File: config.mk
export PLATFORM = sky130hd
export DESIGN_NAME = auto_irrigation_controller
export DESIGN_NICKNAME = d
export VERILOG_FILES = /design/src/hdl/aic_pkg.sv /design/src/hdl/auto_irrigation_controller.sv /design/src/hdl/aic_front.sv /design/src/hdl/aic_queue.sv /design/src/hdl/aic_back.sv
export SDC_FILE = /design/constraint.sdc
export NUM_CORES = 1
export LEC_CHECK = 0
export BUFFER_PORTS_ARGS = -buffer_cell sky130_fd_sc_hd__buf_2
export CORE_MARGIN = 4
export CORE_UTILIZATION = 65
export CTS_CLUSTER_DIAMETER = 50
export DETAILED_ROUTE_END_ITERATION = 6
export GPL_TIMING_DRIVEN = 0
export HOLD_SLACK_MARGIN = 0.06
export PLACE_DENSITY = 0.85
export SLEW_MARGIN = 25
export SYNTH_ARGS = -nofsm -noshare
export SYNTH_HDL_FRONTEND = slang
export SYNTH_SLANG_ARGS = --single-unit
export TNS_END_PERCENT = 5
File: constraint.sdc
create_clock -name clk_i -period 12.65 [get_ports clk_i]
set_input_delay 1.8975 -clock clk_i [delete_from_list [all_inputs] [get_ports clk_i]]
set_output_delay 1.8975 -clock clk_i [all_outputs]
set_load 0.02 [all_outputs]
File: src/hdl/aic_pkg.sv
// aic_pkg: shared types and codes for the irrigation controller
// no dependencies; used by every module under hdl
package aic_pkg;

  localparam int unsigned TempW  = 12;
  localparam int unsigned MoistW = 10;
  localparam int unsigned FlowW  = 14;
  localparam int unsigned SecW   = 16;
  localparam int unsigned TimeW  = 32;
  localparam int unsigned StatW  = 3;
  localparam int unsigned CmdW   = 2;
  localparam int unsigned CfgIdxW = 3;
  localparam int unsigned CfgDataW = 16;

  typedef enum logic [CfgIdxW-1:0] {
    CFG_MOIST_LOW  = 3'd0,
    CFG_MOIST_HIGH = 3'd1,
    CFG_MOIST_GOOD = 3'd2,
    CFG_TEMP_HIGH  = 3'd3,
    CFG_COOLDOWN   = 3'd4,
    CFG_MAX_WATER  = 3'd5,
    CFG_MIN_FLOW   = 3'd6
  } cfg_idx_e;

  localparam logic [StatW-1:0] STATUS_NORMAL      = 3'd0;
  localparam logic [StatW-1:0] STATUS_WATERING    = 3'd1;
  localparam logic [StatW-1:0] STATUS_MOIST_ALERT = 3'd2;
  localparam logic [StatW-1:0] STATUS_TEMP_ALERT  = 3'd3;
  localparam logic [StatW-1:0] STATUS_FLOW_LOW    = 3'd4;
  localparam logic [StatW-1:0] STATUS_ERROR       = 3'd5;

  localparam logic [CmdW-1:0] CMD_NONE = 2'd0;
  localparam logic [CmdW-1:0] CMD_ON   = 2'd1;
  localparam logic [CmdW-1:0] CMD_OFF  = 2'd2;

  typedef enum logic [5:0] {
    ST_NORMAL      = 6'b000001,
    ST_WATERING    = 6'b000010,
    ST_MOIST_ALERT = 6'b000100,
    ST_TEMP_ALERT  = 6'b001000,
    ST_FLOW_LOW    = 6'b010000,
    ST_ERROR       = 6'b100000
  } state_e;

  typedef struct packed {
    logic        [MoistW-1:0] moist_low;
    logic        [MoistW-1:0] moist_high;
    logic        [MoistW-1:0] moist_good;
    logic signed [TempW-1:0]  temp_high;
    logic        [SecW-1:0]   cooldown;
    logic        [SecW-1:0]   max_water;
    logic        [FlowW-1:0]  min_flow;
  } cfg_t;

  // classified tick, as it travels from front to back
  typedef struct packed {
    logic             fault;
    logic             moist_below;
    logic             temp_above;
    logic             flow_low;
    logic             moist_over;
    logic             recovered;
    logic             running;
    logic             write_ok;
    logic [TimeW-1:0] now;
  } item_t;

  function automatic logic [StatW-1:0] status_code(state_e st);
    logic [StatW-1:0] code;
    case (st)
      ST_NORMAL:      code = STATUS_NORMAL;
      ST_WATERING:    code = STATUS_WATERING;
      ST_MOIST_ALERT: code = STATUS_MOIST_ALERT;
      ST_TEMP_ALERT:  code = STATUS_TEMP_ALERT;
      ST_FLOW_LOW:    code = STATUS_FLOW_LOW;
      ST_ERROR:       code = STATUS_ERROR;
      default:        code = STATUS_NORMAL;
    endcase
    return code;
  endfunction

endpackage

File: src/hdl/auto_irrigation_controller.sv
// auto_irrigation_controller: top level, config registers, front, queue and back
// depends on aic_pkg, aic_front, aic_queue, aic_back
//
//  channel | handshake             | carries
//  --------+-----------------------+------------------------------------------
//  in      | in_valid_i/in_stall_o | one sensor tick per transaction
//  out     | out_valid_o/out_stall_i | status, pump command, leds, lock flag
//  cfg     | cfg_valid_i/cfg_ready_o | register index and write data
//
// one tick per cycle sustained while out_stall_i is low; a tick enters the queue at its
// accept edge and its result is registered when the back end takes it from the queue.
// the queue lets the input side keep accepting while the result register waits on
// out_stall_i. reset clears status to normal, lock and timestamps to zero and loads
// the config defaults; cfg_ready_o is always high.
module auto_irrigation_controller #(
  parameter int unsigned QueueDepth = 2
) (
  input  logic                                clk_i,
  input  logic                                rst_ni,
  input  logic                                cfg_valid_i,
  output logic                                cfg_ready_o,
  input  logic        [aic_pkg::CfgIdxW-1:0]  cfg_index_i,
  input  logic        [aic_pkg::CfgDataW-1:0] cfg_data_i,
  input  logic                                in_valid_i,
  output logic                                in_stall_o,
  input  logic signed [aic_pkg::TempW-1:0]    temperature_i,
  input  logic                                temperature_valid_i,
  input  logic        [aic_pkg::MoistW-1:0]   moisture_i,
  input  logic                                moisture_valid_i,
  input  logic        [aic_pkg::FlowW-1:0]    flow_rate_i,
  input  logic                                pump_running_i,
  input  logic        [aic_pkg::TimeW-1:0]    now_seconds_i,
  input  logic                                pump_write_ok_i,
  output logic                                out_valid_o,
  input  logic                                out_stall_i,
  output logic        [aic_pkg::StatW-1:0]    status_o,
  output logic        [aic_pkg::CmdW-1:0]     pump_command_o,
  output logic                                led_green_o,
  output logic                                led_yellow_o,
  output logic                                led_red_o,
  output logic                                yellow_blink_o,
  output logic                                pump_locked_out_o
);

  aic_pkg::cfg_t cfg_q;
  aic_pkg::item_t front_item, queue_item;
  logic queue_full, queue_empty, back_take;

  assign cfg_ready_o = 1'b1;
  assign in_stall_o  = queue_full;

  always_ff @(posedge clk_i or negedge rst_ni) begin
    if (!rst_ni) begin
      cfg_q.moist_low  <= 10'd300;
      cfg_q.moist_high <= 10'd800;
      cfg_q.moist_good <= 10'd600;
      cfg_q.temp_high  <= 12'sd350;
      cfg_q.cooldown   <= 16'd60;
      cfg_q.max_water  <= 16'd30;
      cfg_q.min_flow   <= 14'd10;
    end else if (cfg_valid_i && cfg_ready_o) begin
      case (cfg_index_i)
        aic_pkg::CFG_MOIST_LOW:  cfg_q.moist_low  <= cfg_data_i[aic_pkg::MoistW-1:0];
        aic_pkg::CFG_MOIST_HIGH: cfg_q.moist_high <= cfg_data_i[aic_pkg::MoistW-1:0];
        aic_pkg::CFG_MOIST_GOOD: cfg_q.moist_good <= cfg_data_i[aic_pkg::MoistW-1:0];
        aic_pkg::CFG_TEMP_HIGH:  cfg_q.temp_high  <= $signed(cfg_data_i[aic_pkg::TempW-1:0]);
        aic_pkg::CFG_COOLDOWN:   cfg_q.cooldown   <= cfg_data_i;
        aic_pkg::CFG_MAX_WATER:  cfg_q.max_water  <= cfg_data_i;
        aic_pkg::CFG_MIN_FLOW:   cfg_q.min_flow   <= cfg_data_i[aic_pkg::FlowW-1:0];
        default: ;
      endcase
    end
  end

  aic_front u_front (
    .cfg_i               (cfg_q),
    .temperature_i       (temperature_i),
    .temperature_valid_i (temperature_valid_i),
    .moisture_i          (moisture_i),
    .moisture_valid_i    (moisture_valid_i),
    .flow_rate_i         (flow_rate_i),
    .pump_running_i      (pump_running_i),
    .now_seconds_i       (now_seconds_i),
    .pump_write_ok_i     (pump_write_ok_i),
    .item_o              (front_item)
  );

  aic_queue #(
    .Depth (QueueDepth)
  ) u_queue (
    .clk_i       (clk_i),
    .rst_ni      (rst_ni),
    .push_i      (in_valid_i),
    .push_item_i (front_item),
    .full_o      (queue_full),
    .pop_i       (back_take),
    .empty_o     (queue_empty),
    .pop_item_o  (queue_item)
  );

  aic_back u_back (
    .clk_i             (clk_i),
    .rst_ni            (rst_ni),
    .cfg_i             (cfg_q),
    .item_valid_i      (!queue_empty),
    .item_i            (queue_item),
    .item_take_o       (back_take),
    .out_valid_o       (out_valid_o),
    .out_stall_i       (out_stall_i),
    .status_o          (status_o),
    .pump_command_o    (pump_command_o),
    .led_green_o       (led_green_o),
    .led_yellow_o      (led_yellow_o),
    .led_red_o         (led_red_o),
    .yellow_blink_o    (yellow_blink_o),
    .pump_locked_out_o (pump_locked_out_o)
  );

`ifndef ASSERT_OFF
  a_red_matches_status: assert property (@(posedge clk_i) disable iff (!rst_ni)
    out_valid_o |-> (led_red_o == ((status_o == aic_pkg::STATUS_FLOW_LOW) ||
                                   (status_o == aic_pkg::STATUS_ERROR))))
    else $error("red led disagrees with status");

  a_on_not_idle: assert property (@(posedge clk_i) disable iff (!rst_ni)
    (out_valid_o && pump_command_o == aic_pkg::CMD_ON) |->
      (status_o != aic_pkg::STATUS_NORMAL && status_o != aic_pkg::STATUS_FLOW_LOW))
    else $error("drive on with normal or flow low status");

  a_blink_pattern: assert property (@(posedge clk_i) disable iff (!rst_ni)
    out_valid_o |-> (yellow_blink_o == (led_green_o && led_yellow_o)) &&
                    (led_green_o || led_yellow_o || led_red_o))
    else $error("led pattern inconsistent");
`endif

endmodule

File: src/hdl/aic_front.sv
// aic_front: compares one sensor tick against the configured limits
// depends on aic_pkg
module aic_front (
  input  aic_pkg::cfg_t                       cfg_i,
  input  logic signed [aic_pkg::TempW-1:0]    temperature_i,
  input  logic                                temperature_valid_i,
  input  logic        [aic_pkg::MoistW-1:0]   moisture_i,
  input  logic                                moisture_valid_i,
  input  logic        [aic_pkg::FlowW-1:0]    flow_rate_i,
  input  logic                                pump_running_i,
  input  logic        [aic_pkg::TimeW-1:0]    now_seconds_i,
  input  logic                                pump_write_ok_i,
  output aic_pkg::item_t                      item_o
);

  logic temp_above;

  assign temp_above = temperature_i > cfg_i.temp_high;

  always_comb begin
    item_o.fault       = !(temperature_valid_i && moisture_valid_i);
    item_o.moist_below = moisture_i < cfg_i.moist_low;
    item_o.temp_above  = temp_above;
    item_o.flow_low    = flow_rate_i <= cfg_i.min_flow;
    item_o.moist_over  = moisture_i > cfg_i.moist_high;
    item_o.recovered   = (moisture_i >= cfg_i.moist_good) && !temp_above;
    item_o.running     = pump_running_i;
    item_o.write_ok    = pump_write_ok_i;
    item_o.now         = now_seconds_i;
  end

endmodule

File: src/hdl/aic_queue.sv
// aic_queue: small fifo of classified ticks between front and back
// depends on aic_pkg
module aic_queue #(
  parameter int unsigned Depth = 2
) (
  input  logic           clk_i,
  input  logic           rst_ni,
  input  logic           push_i,
  input  aic_pkg::item_t push_item_i,
  output logic           full_o,
  input  logic           pop_i,
  output logic           empty_o,
  output aic_pkg::item_t pop_item_o
);

  localparam int unsigned PtrW = (Depth > 1) ? $clog2(Depth) : 1;
  localparam int unsigned CntW = $clog2(Depth + 1);
  localparam logic [PtrW-1:0] LastPtr = PtrW'(Depth - 1);
  localparam logic [CntW-1:0] FullCnt = CntW'(Depth);

  aic_pkg::item_t mem_q [Depth];
  logic [PtrW-1:0] wr_ptr_q, wr_ptr_d, rd_ptr_q, rd_ptr_d;
  logic [CntW-1:0] count_q, count_d;
  logic do_push, do_pop;

  assign full_o     = count_q == FullCnt;
  assign empty_o    = count_q == '0;
  assign do_push    = push_i && !full_o;
  assign do_pop     = pop_i && !empty_o;
  assign pop_item_o = mem_q[rd_ptr_q];

  always_comb begin
    wr_ptr_d = wr_ptr_q;
    rd_ptr_d = rd_ptr_q;
    count_d  = count_q;
    if (do_push) begin
      wr_ptr_d = (wr_ptr_q == LastPtr) ? '0 : wr_ptr_q + 1'b1;
    end
    if (do_pop) begin
      rd_ptr_d = (rd_ptr_q == LastPtr) ? '0 : rd_ptr_q + 1'b1;
    end
    if (do_push && !do_pop) begin
      count_d = count_q + 1'b1;
    end else if (do_pop && !do_push) begin
      count_d = count_q - 1'b1;
    end
  end

  always_ff @(posedge clk_i or negedge rst_ni) begin
    if (!rst_ni) begin
      wr_ptr_q <= '0;
      rd_ptr_q <= '0;
      count_q  <= '0;
    end else begin
      wr_ptr_q <= wr_ptr_d;
      rd_ptr_q <= rd_ptr_d;
      count_q  <= count_d;
    end
  end

  always_ff @(posedge clk_i) begin
    if (do_push) begin
      mem_q[wr_ptr_q] <= push_item_i;
    end
  end

endmodule

File: src/hdl/aic_back.sv
// aic_back: status, cooldown lock and timestamps; decides pump command and leds
// depends on aic_pkg
module aic_back (
  input  logic                          clk_i,
  input  logic                          rst_ni,
  input  aic_pkg::cfg_t                 cfg_i,
  input  logic                          item_valid_i,
  input  aic_pkg::item_t                item_i,
  output logic                          item_take_o,
  output logic                          out_valid_o,
  input  logic                          out_stall_i,
  output logic [aic_pkg::StatW-1:0]     status_o,
  output logic [aic_pkg::CmdW-1:0]      pump_command_o,
  output logic                          led_green_o,
  output logic                          led_yellow_o,
  output logic                          led_red_o,
  output logic                          yellow_blink_o,
  output logic                          pump_locked_out_o
);

  aic_pkg::state_e st_q, st_d;
  logic lock_q, lock_d;
  logic [aic_pkg::TimeW-1:0] lock_time_q, lock_time_d, start_time_q, start_time_d;
  logic [aic_pkg::TimeW-1:0] since_lock, since_start;
  logic [aic_pkg::CmdW-1:0] cmd;
  logic g, y, r, alert;

  logic out_valid_q;
  logic [aic_pkg::StatW-1:0] status_q;
  logic [aic_pkg::CmdW-1:0] cmd_q;
  logic g_q, y_q, r_q, locked_q;

  assign item_take_o = item_valid_i && (!out_valid_q || !out_stall_i);
  assign since_lock  = item_i.now - lock_time_q;
  assign since_start = item_i.now - start_time_q;

  always_comb begin
    st_d         = st_q;
    lock_d       = lock_q;
    lock_time_d  = lock_time_q;
    start_time_d = start_time_q;
    cmd          = aic_pkg::CMD_NONE;
    alert        = 1'b0;
    if (item_i.fault) begin
      st_d = aic_pkg::ST_ERROR;
    end else begin
      if (item_i.moist_below && st_d != aic_pkg::ST_WATERING) begin
        st_d = aic_pkg::ST_MOIST_ALERT;
      end
      if (item_i.temp_above && st_d != aic_pkg::ST_WATERING) begin
        st_d = aic_pkg::ST_TEMP_ALERT;
      end
      if (item_i.flow_low) begin
        st_d = aic_pkg::ST_FLOW_LOW;
        if (item_i.running) begin
          cmd = aic_pkg::CMD_OFF;
          if (!item_i.write_ok) begin
            st_d = aic_pkg::ST_ERROR;
          end
        end
      end else begin
        if (lock_q && since_lock >= {16'd0, cfg_i.cooldown}) begin
          lock_d = 1'b0;
        end
        if (st_d == aic_pkg::ST_WATERING) begin
          if (item_i.moist_over) begin
            cmd  = aic_pkg::CMD_OFF;
            st_d = item_i.write_ok ? aic_pkg::ST_NORMAL : aic_pkg::ST_ERROR;
          end else if (since_start >= {16'd0, cfg_i.max_water} || item_i.recovered) begin
            cmd         = aic_pkg::CMD_OFF;
            st_d        = item_i.write_ok ? aic_pkg::ST_NORMAL : aic_pkg::ST_ERROR;
            lock_d      = 1'b1;
            lock_time_d = item_i.now;
          end else begin
            cmd = aic_pkg::CMD_ON;
            if (!item_i.write_ok) begin
              st_d = aic_pkg::ST_ERROR;
            end
          end
        end else begin
          alert = (st_d == aic_pkg::ST_MOIST_ALERT) || (st_d == aic_pkg::ST_TEMP_ALERT);
          if (alert && !lock_d) begin
            cmd = aic_pkg::CMD_ON;
            if (item_i.write_ok) begin
              st_d         = aic_pkg::ST_WATERING;
              start_time_d = item_i.now;
            end
          end else if (!alert && item_i.running) begin
            cmd = aic_pkg::CMD_OFF;
          end
        end
      end
    end
  end

  always_comb begin
    case (st_d)
      aic_pkg::ST_FLOW_LOW, aic_pkg::ST_ERROR: begin
        g = 1'b0; y = 1'b0; r = 1'b1;
      end
      aic_pkg::ST_WATERING: begin
        g = 1'b0; y = 1'b1; r = 1'b0;
      end
      aic_pkg::ST_MOIST_ALERT, aic_pkg::ST_TEMP_ALERT: begin
        g = 1'b1; y = 1'b1; r = 1'b0;
      end
      default: begin
        g = 1'b1; y = 1'b0; r = 1'b0;
      end
    endcase
  end

  always_ff @(posedge clk_i or negedge rst_ni) begin
    if (!rst_ni) begin
      st_q         <= aic_pkg::ST_NORMAL;
      lock_q       <= 1'b0;
      lock_time_q  <= '0;
      start_time_q <= '0;
      out_valid_q  <= 1'b0;
    end else begin
      if (item_take_o) begin
        st_q         <= st_d;
        lock_q       <= lock_d;
        lock_time_q  <= lock_time_d;
        start_time_q <= start_time_d;
        out_valid_q  <= 1'b1;
      end else if (!out_stall_i) begin
        out_valid_q  <= 1'b0;
      end
    end
  end

  always_ff @(posedge clk_i) begin
    if (item_take_o) begin
      status_q <= aic_pkg::status_code(st_d);
      cmd_q    <= cmd;
      g_q      <= g;
      y_q      <= y;
      r_q      <= r;
      locked_q <= lock_d;
    end
  end

  assign out_valid_o       = out_valid_q;
  assign status_o          = status_q;
  assign pump_command_o    = cmd_q;
  assign led_green_o       = g_q;
  assign led_yellow_o      = y_q;
  assign led_red_o         = r_q;
  assign yellow_blink_o    = g_q && y_q;
  assign pump_locked_out_o = locked_q;

endmodule

# ---- Word level (Yosys, flattened, before mapping)
# Memory sizes are Yosys's and may differ from the RTL's.
# Index checks and enable logic that the tools add are counted.
dict set report classes {
  add_sub_neg 6
  magnitude_cmp 7
  eq_ne 18
  n_mux 42
  n_bitwise 4
  n_reduce_logical 41
}
# cell count
set op_table {}
lappend op_table {{$mux W6} 15}
lappend op_table {{$ge A32 B16 Y1} 2}
lappend op_table {{$sub A32 B32 Y32} 2}
lappend op_table {{$mux W2} 9}
lappend op_table {{$mux W1} 17}
lappend op_table {{$pmux W3 S5} 1}
lappend op_table {{$le A14 B14 Y1} 1}
lappend op_table {{$reduce_and A2 Y1} 7}
lappend op_table {{$logic_and A1 B1 Y1} 13}
lappend op_table {{$eq A6 B2 Y1 const B} 2}
lappend op_table {{$eq A6 B3 Y1 const B} 2}
lappend op_table {{$eq A6 B4 Y1 const B} 2}
lappend op_table {{$gt A12 B12 Y1} 1}
lappend op_table {{$ne A6 B2 Y1 const B} 2}
lappend op_table {{$reduce_and A6 Y1} 2}
lappend op_table {{$ge A10 B10 Y1} 1}
lappend op_table {{$gt A10 B10 Y1} 1}
lappend op_table {{$logic_not A1 Y1} 10}
lappend op_table {{$lt A10 B10 Y1} 1}
lappend op_table {{$eq A3 B3 Y1 const B} 3}
lappend op_table {{$eq A3 B2 Y1 const B} 2}
lappend op_table {{$eq A6 B5 Y1 const B} 1}
lappend op_table {{$eq A6 B6 Y1 const B} 1}
lappend op_table {{$reduce_or A3 Y1} 2}
lappend op_table {{12 further kinds} 18}
dict set report word_totals {
  ff_bits 173
  mem_bits_rw 80
  input_bits 96
  output_inout_bits 13
  elab_cells 140
  memories 1
}
# name depth word_bits read_ports rd_clocked_by_memory_dff wr line
set mem_list {}
lappend mem_list {u_queue.mem_q 2 40 1 0 1 aic_queue.sv:21} ;# aic_pkg::item_t mem_q [Depth];

# ---- Logic depth before layout (Yosys ltp)
dict set report depth {
  word_depth 18
  ltp_mapped 28
  ltp_nobuf 23
}

# ---- Modules after synthesis
# A second synthesis with hierarchy kept.
dict set report hier_totals {
  hier_cells 1635
  area_unflattened_um2 16900.0
}
# module n_inst cells_each area_per_inst_um2 seq_area_each_um2
set by_module_without_submodules {}
lappend by_module_without_submodules {aic_back 1 1067 8605.8 2073.2}
lappend by_module_without_submodules {auto_irrigation_controller 1 194 3377.0 2235.9}
lappend by_module_without_submodules {aic_queue 1 144 3286.9 2502.4}
lappend by_module_without_submodules {aic_front 1 230 1630.3 0.0}

# ---- Worst setup path after synthesis
# Ideal clock, no wire load.
dict set report synth_timing {
  path_kind {reg2reg}
  startpoint {register u_queue.rd_ptr_q}
  endpoint {register u_back.r_q (netlist: u_back.led_red_o) (data pin)}
  arrival_ps 5579
  path_slack_ps 6813
  stages_incl_launch_ff 26
  path_buffers 3
  period_less_slack_ps 5837
  path_cell_list {dfrtp_1 clkbuf_1 clkbuf_1 clkbuf_1 mux2_2 ha_1 a21o_1 nand2b_1 o21ai_1 o21ai_0 nand3_1 nand2_1 a21oi_1 xnor2_1 ha_1 o21ai_0 nor2_1 a31oi_1 o2111ai_1 or4_1 nor4_1 and4_1 nand3_2 o41a_1 a21boi_4 o221a_2}
}
# item line
set synth_lines {}
lappend synth_lines {{start, declared} aic_queue.sv:22} ;# logic [PtrW-1:0] wr_ptr_q, wr_ptr_d, rd_ptr_q, rd_ptr_d;
lappend synth_lines {{start signal, assigned} aic_queue.sv:56} ;# rd_ptr_q <= rd_ptr_d;
lappend synth_lines {{end signal, assigned} aic_back.sv:139} ;# r_q <= r;
lappend synth_lines {{end, declared} aic_back.sv:31} ;# logic g_q, y_q, r_q, locked_q;

==> impl_metrics.py <==
metrics = {
    "timing": {
        "setup_violations": 0,
        "rsz0062_at_grt": "false",
        "maxSlewHeadroom_pct": 28.7,
        "fmax_ghz": 0.133,
        "fin_ws_ns": 5.10,
        "tightest_slew_ns": 1.07,
        "finalSetupTns_ns": 0,
        "finClkSkew_ns": 0.0255,
        "min_period_ns": 7.55,
        "hold_viol_final": 0,
        "final-max-slew-violation-count": 0,
        "fin_crit_sh_pct": 59.7,
    },
    "routing": {
        "drc": 0,
        "via_count": 13174,
        "ant_nets": 0,
        "first_pass_iters": 6,
        "dr.first_iter.drc_count": 1140,
        "wl_mm": 42.9,
        "vias_per_cell": 6.17,
        "wl_per_cell_um": 20.1,
    },
    "setup_path": {
        "critical_path.top_delay_family": "compound AO/OA/AOI/OAI gates",
        "path_cells": "clkbuf_1 -> clkbuf_1 -> clkbuf_1 -> mux2_2 -> ha_1 -> o211ai_1 -> a21o_1 -> a31oi_4 -> a2111o_1 -> o21a_1 -> xor2_1 -> ha_1 -> a21o_1 -> a21o_1 -> a2bb2oi_1 -> o2111a_1 -> nand4_1 -> a311oi_1 -> nand4_1 -> nor4_4 -> a211oi_4 -> nand2_4 -> buf_6 -> mux2_1",
        "arrival_ns": 7.93,
        "slowest_delay_ns": 0.86,
        "slowest_stage": "clkbuf_1",
        "worstSetupPathType": "reg -> reg",
        "cp-end-kind": "flop",
        "cp_max_fo": 10,
        "critPathBufInv": 4,
        "startpoint_type": "flop",
        "worst-endpoint-required_ns": 13.03,
    },
    "grt": {
        "grt.busiest_layer": "met2",
        "grt-ovfl-total": 0,
        "grt_max_degree": 93,
        "antenna_found_initial": 0,
        "grt_use_met1_pct": 42.1,
        "grt_pass1_vias": 13143,
        "gr-usage-met3_pct": 4.02,
        "grt_first_pass_wirelength_mm": 69.1,
        "use_met2_pct": 51.8,
        "track_usage_pct": 30.7,
    },
    "synth": {
        "netlist_area_um2": 16300,
        "synth.avg_cell_area_um2": 9.92,
        "synth-edff-count": 88,
        "syn_inst": 1643,
        "yosysWarnings": 0,
        "synthDistinctLibCells": 98,
        "synth_ff_type": "dfrtp_1",
        "synth.net_count": 1895,
        "synthArstFlopShare_pct": 65.1,
        "ys_seq_elements": 252,
        "yosysSeqAreaShare_pct": 41.6,
    },
    "placed_design": {
        "numPortBuffers": 105,
        "place.gp.congestion": 0.947,
        "dp.cells": 2074,
        "pre_cts_slack_ns": 5.02,
        "place_hpwl_mm": 31.8,
    },
    "clock_tree": {
        "clockBufferDepth": 3,
        "ctsResizeCount": 0,
        "cts.sinks": 252,
        "clk_latency_ns": 0.52,
        "post-cts-setup-buffers": 0,
        "cts_buffers": 34,
        "htreeDepth": 2,
        "cts_root_buf": "clkbuf_16",
        "path_clk_slew_ns": 0.06,
        "ctsHoldBuffers": 0,
        "cts_tree": "done",
    },
    "status": {
        "status": "complete, no violations",
    },
    "finish": {
        "layout.nets": 2038,
        "fillers": 1663,
        "diodes": 0,
        "area_delta_synth_final_pct": 12.7,
        "seqCellArea_um2": 6780,
        "drive_above_1_share_pct": 19.1,
        "multi_input_area_um2": 8640,
        "fin_util_pct": 75.1,
        "instances_no_fill": 2134,
    },
    "power": {
        "clockPowerShare_pct": 17.4,
        "pwr-share-seq_pct": 23.9,
        "p_leak_uw": 0.00835,
        "p_sw_share_pct": 45.1,
        "fin_total_pwr_uw": 5140,
        "p_switching_uw": 2320,
        "p_per_area_nw_per_um2": 280,
        "p_comb_share_pct": 58.7,
        "p_int_uw": 2820,
        "vdd_drop_max_mv": 0.202,
    },
    "floorplanning": {
        "initial_core_util_pct": 66.6,
        "std_cell_rows": 57,
        "die-area_um2": 27700,
        "core_um2": 24500,
        "dieWidth_um": 166,
        "io_pins": 109,
        "die_h_um": 166,
    },
    "run": {
        "maxCapViolCount": 0,
    },
    "worst_hold_path": {
        "min_path_type": "reg -> reg",
    },
}
-- area by class of cell --
type,instances,area share (%)
Multi-Input combinational cell,1167,47.0
Sequential cell,252,36.9
Clock buffer,42,5.02
Inverter,173,3.53
Timing Repair Buffer,107,3.17
Tap cell,324,2.21
Buffer,51,1.41
Clock inverter,18,0.729
-- state kept, by name (all words and copies together) (netlist names), 2 cells and up --
register / count
u_queue.mem_q: 80
cfg_q: 88
u_back.start_time_q: 32
u_back.lock_time_q: 32
u_back.pump_command_o: 2
u_back.status_o: 2
u_queue.count_q: 2
u_back.st_q: 6
-- metal layers --
| layer | routed length, um | share of wire (%) | up-vias |
|---|---|---|---|
| met5 | 0 | 0 | - |
| li1 | - | - | 6193 |
| met2 | 20900 | 49 | 468 |
| met1 | 18000 | 42 | 6420 |
| met3 | 2990 | 7.0 | 93 |
| met4 | 1080 | 2.5 | 0 |
-- metrics by stage --
step           hold slack (ns)  area (um^2)
6_report                 0.490        18400
2_1_floorplan            0.461        16300
5_1_grt                  0.506        18400
4_1_cts                  0.493        18400
3_5_place_dp             0.482        17300
3_3_place_gp             0.462        17200
-- power groups by stage --
stage | clock, uW | sequential [uW] | combinational, uW
after CTS | 907 | 1230 | 2980
after floorplan | 0 | 1220 | 2210
after global placement | 0 | 1220 | 2850
final | 896 | 1230 | 3020
after global routing | 948 | 1250 | 3340
after detailed placement | 0 | 1240 | 2940
-- worst reg2reg max path, cell delays in order, from the launching register on --
cell       delay (ns)
dfrtp_1          0.33
clkbuf_1         0.30
clkbuf_1         0.63
clkbuf_1         0.86
mux2_2           0.51
ha_1             0.41
o211ai_1         0.19
a21o_1           0.16
a31oi_4          0.13
a2111o_1         0.49
o21a_1           0.14
xor2_1           0.16
ha_1             0.19
a21o_1           0.17
a21o_1           0.17
a2bb2oi_1        0.21
o2111a_1         0.21
nand4_1          0.10
a311oi_1         0.30
nand4_1          0.19
nor4_4           0.58
a211oi_4         0.22
nand2_4          0.23
buf_6            0.19
mux2_1           0.35
-- Yosys cell counts (9+ instances only) --
library cell  count  area share [%]
nor2b_1          10            0.38
a211oi_1         14            0.64
o211ai_1         14            0.64
inv_1           173             4.0
xnor2_1          27             1.5
nor3_1           21            0.64
edfxtp_1         88              16
a21oi_1          84             2.6
clkbuf_1         30            0.69
nand2_1         172             4.0
nand4_1          31             1.2
nand3_1          22            0.68
mux2_2           82             5.7
and2_1           11            0.42
nor4_1           10            0.38
a21o_1           35             1.6
nor2_1           79             1.8
o21ai_0         133             4.1
buf_2            14            0.43
mux2_4           20             1.8
nand2b_1         26             1.0
xor2_1           18            0.97
ha_1            154              12
a31oi_1          12            0.46
mux2i_1          14            0.86
o21ai_1           9            0.28
dfstp_2          28             4.5
o21a_1           28             1.3
dfrtp_1         136              21
-- layout by cell type (no fill, tap or decap), types with 22 or more instances in the layout --
cell	n
a21o_1	35
a21oi_1	84
buf_2	118
clkbuf_1	34
clkbuf_16	35
dfrtp_1	136
dfstp_2	28
edfxtp_1	88
ha_1	154
inv_1	173
mux2_2	82
nand2_1	172
nand2b_1	26
nand3_1	22
nand4_1	31
nor2_1	78
o21a_1	28
o21ai_0	133
xnor2_1	27
-- path summary, 6_finish.rpt --
kind,startpoint,depth (start not counted),slack [ns],end
max,u_queue.rd_ptr_q,24,5.10,u_back.start_time_q[28]
min,u_back.start_time_q[30],1,0.49,u_back.start_time_q[30]
max reg2reg,u_queue.rd_ptr_q,24,5.10,u_back.start_time_q[28]
min reg2reg,u_back.start_time_q[30],1,0.49,u_back.start_time_q[30]
max in group asynchronous,rst_ni,2,10.42,u_back.start_time_q[30]
min in group asynchronous,rst_ni,1,1.34,u_queue.count_q[1]
-- logic make-up after synthesis --
kind of cell / count (synthesis) / synth area share [%]
AND/OR/NAND/NOR: 422 / 12.5
adder cells (fa/ha/maj): 156 / 12.1
multiplexers: 123 / 8.85
buffers and inverters: 224 / 5.56
flip-flops: 252 / 41.6
AO/OA/AOI/OAI: 420 / 17.0
XOR/XNOR: 45 / 2.42
other: 1 / 0.0230
Note: power is estimated with default switching activity, not from simulation.
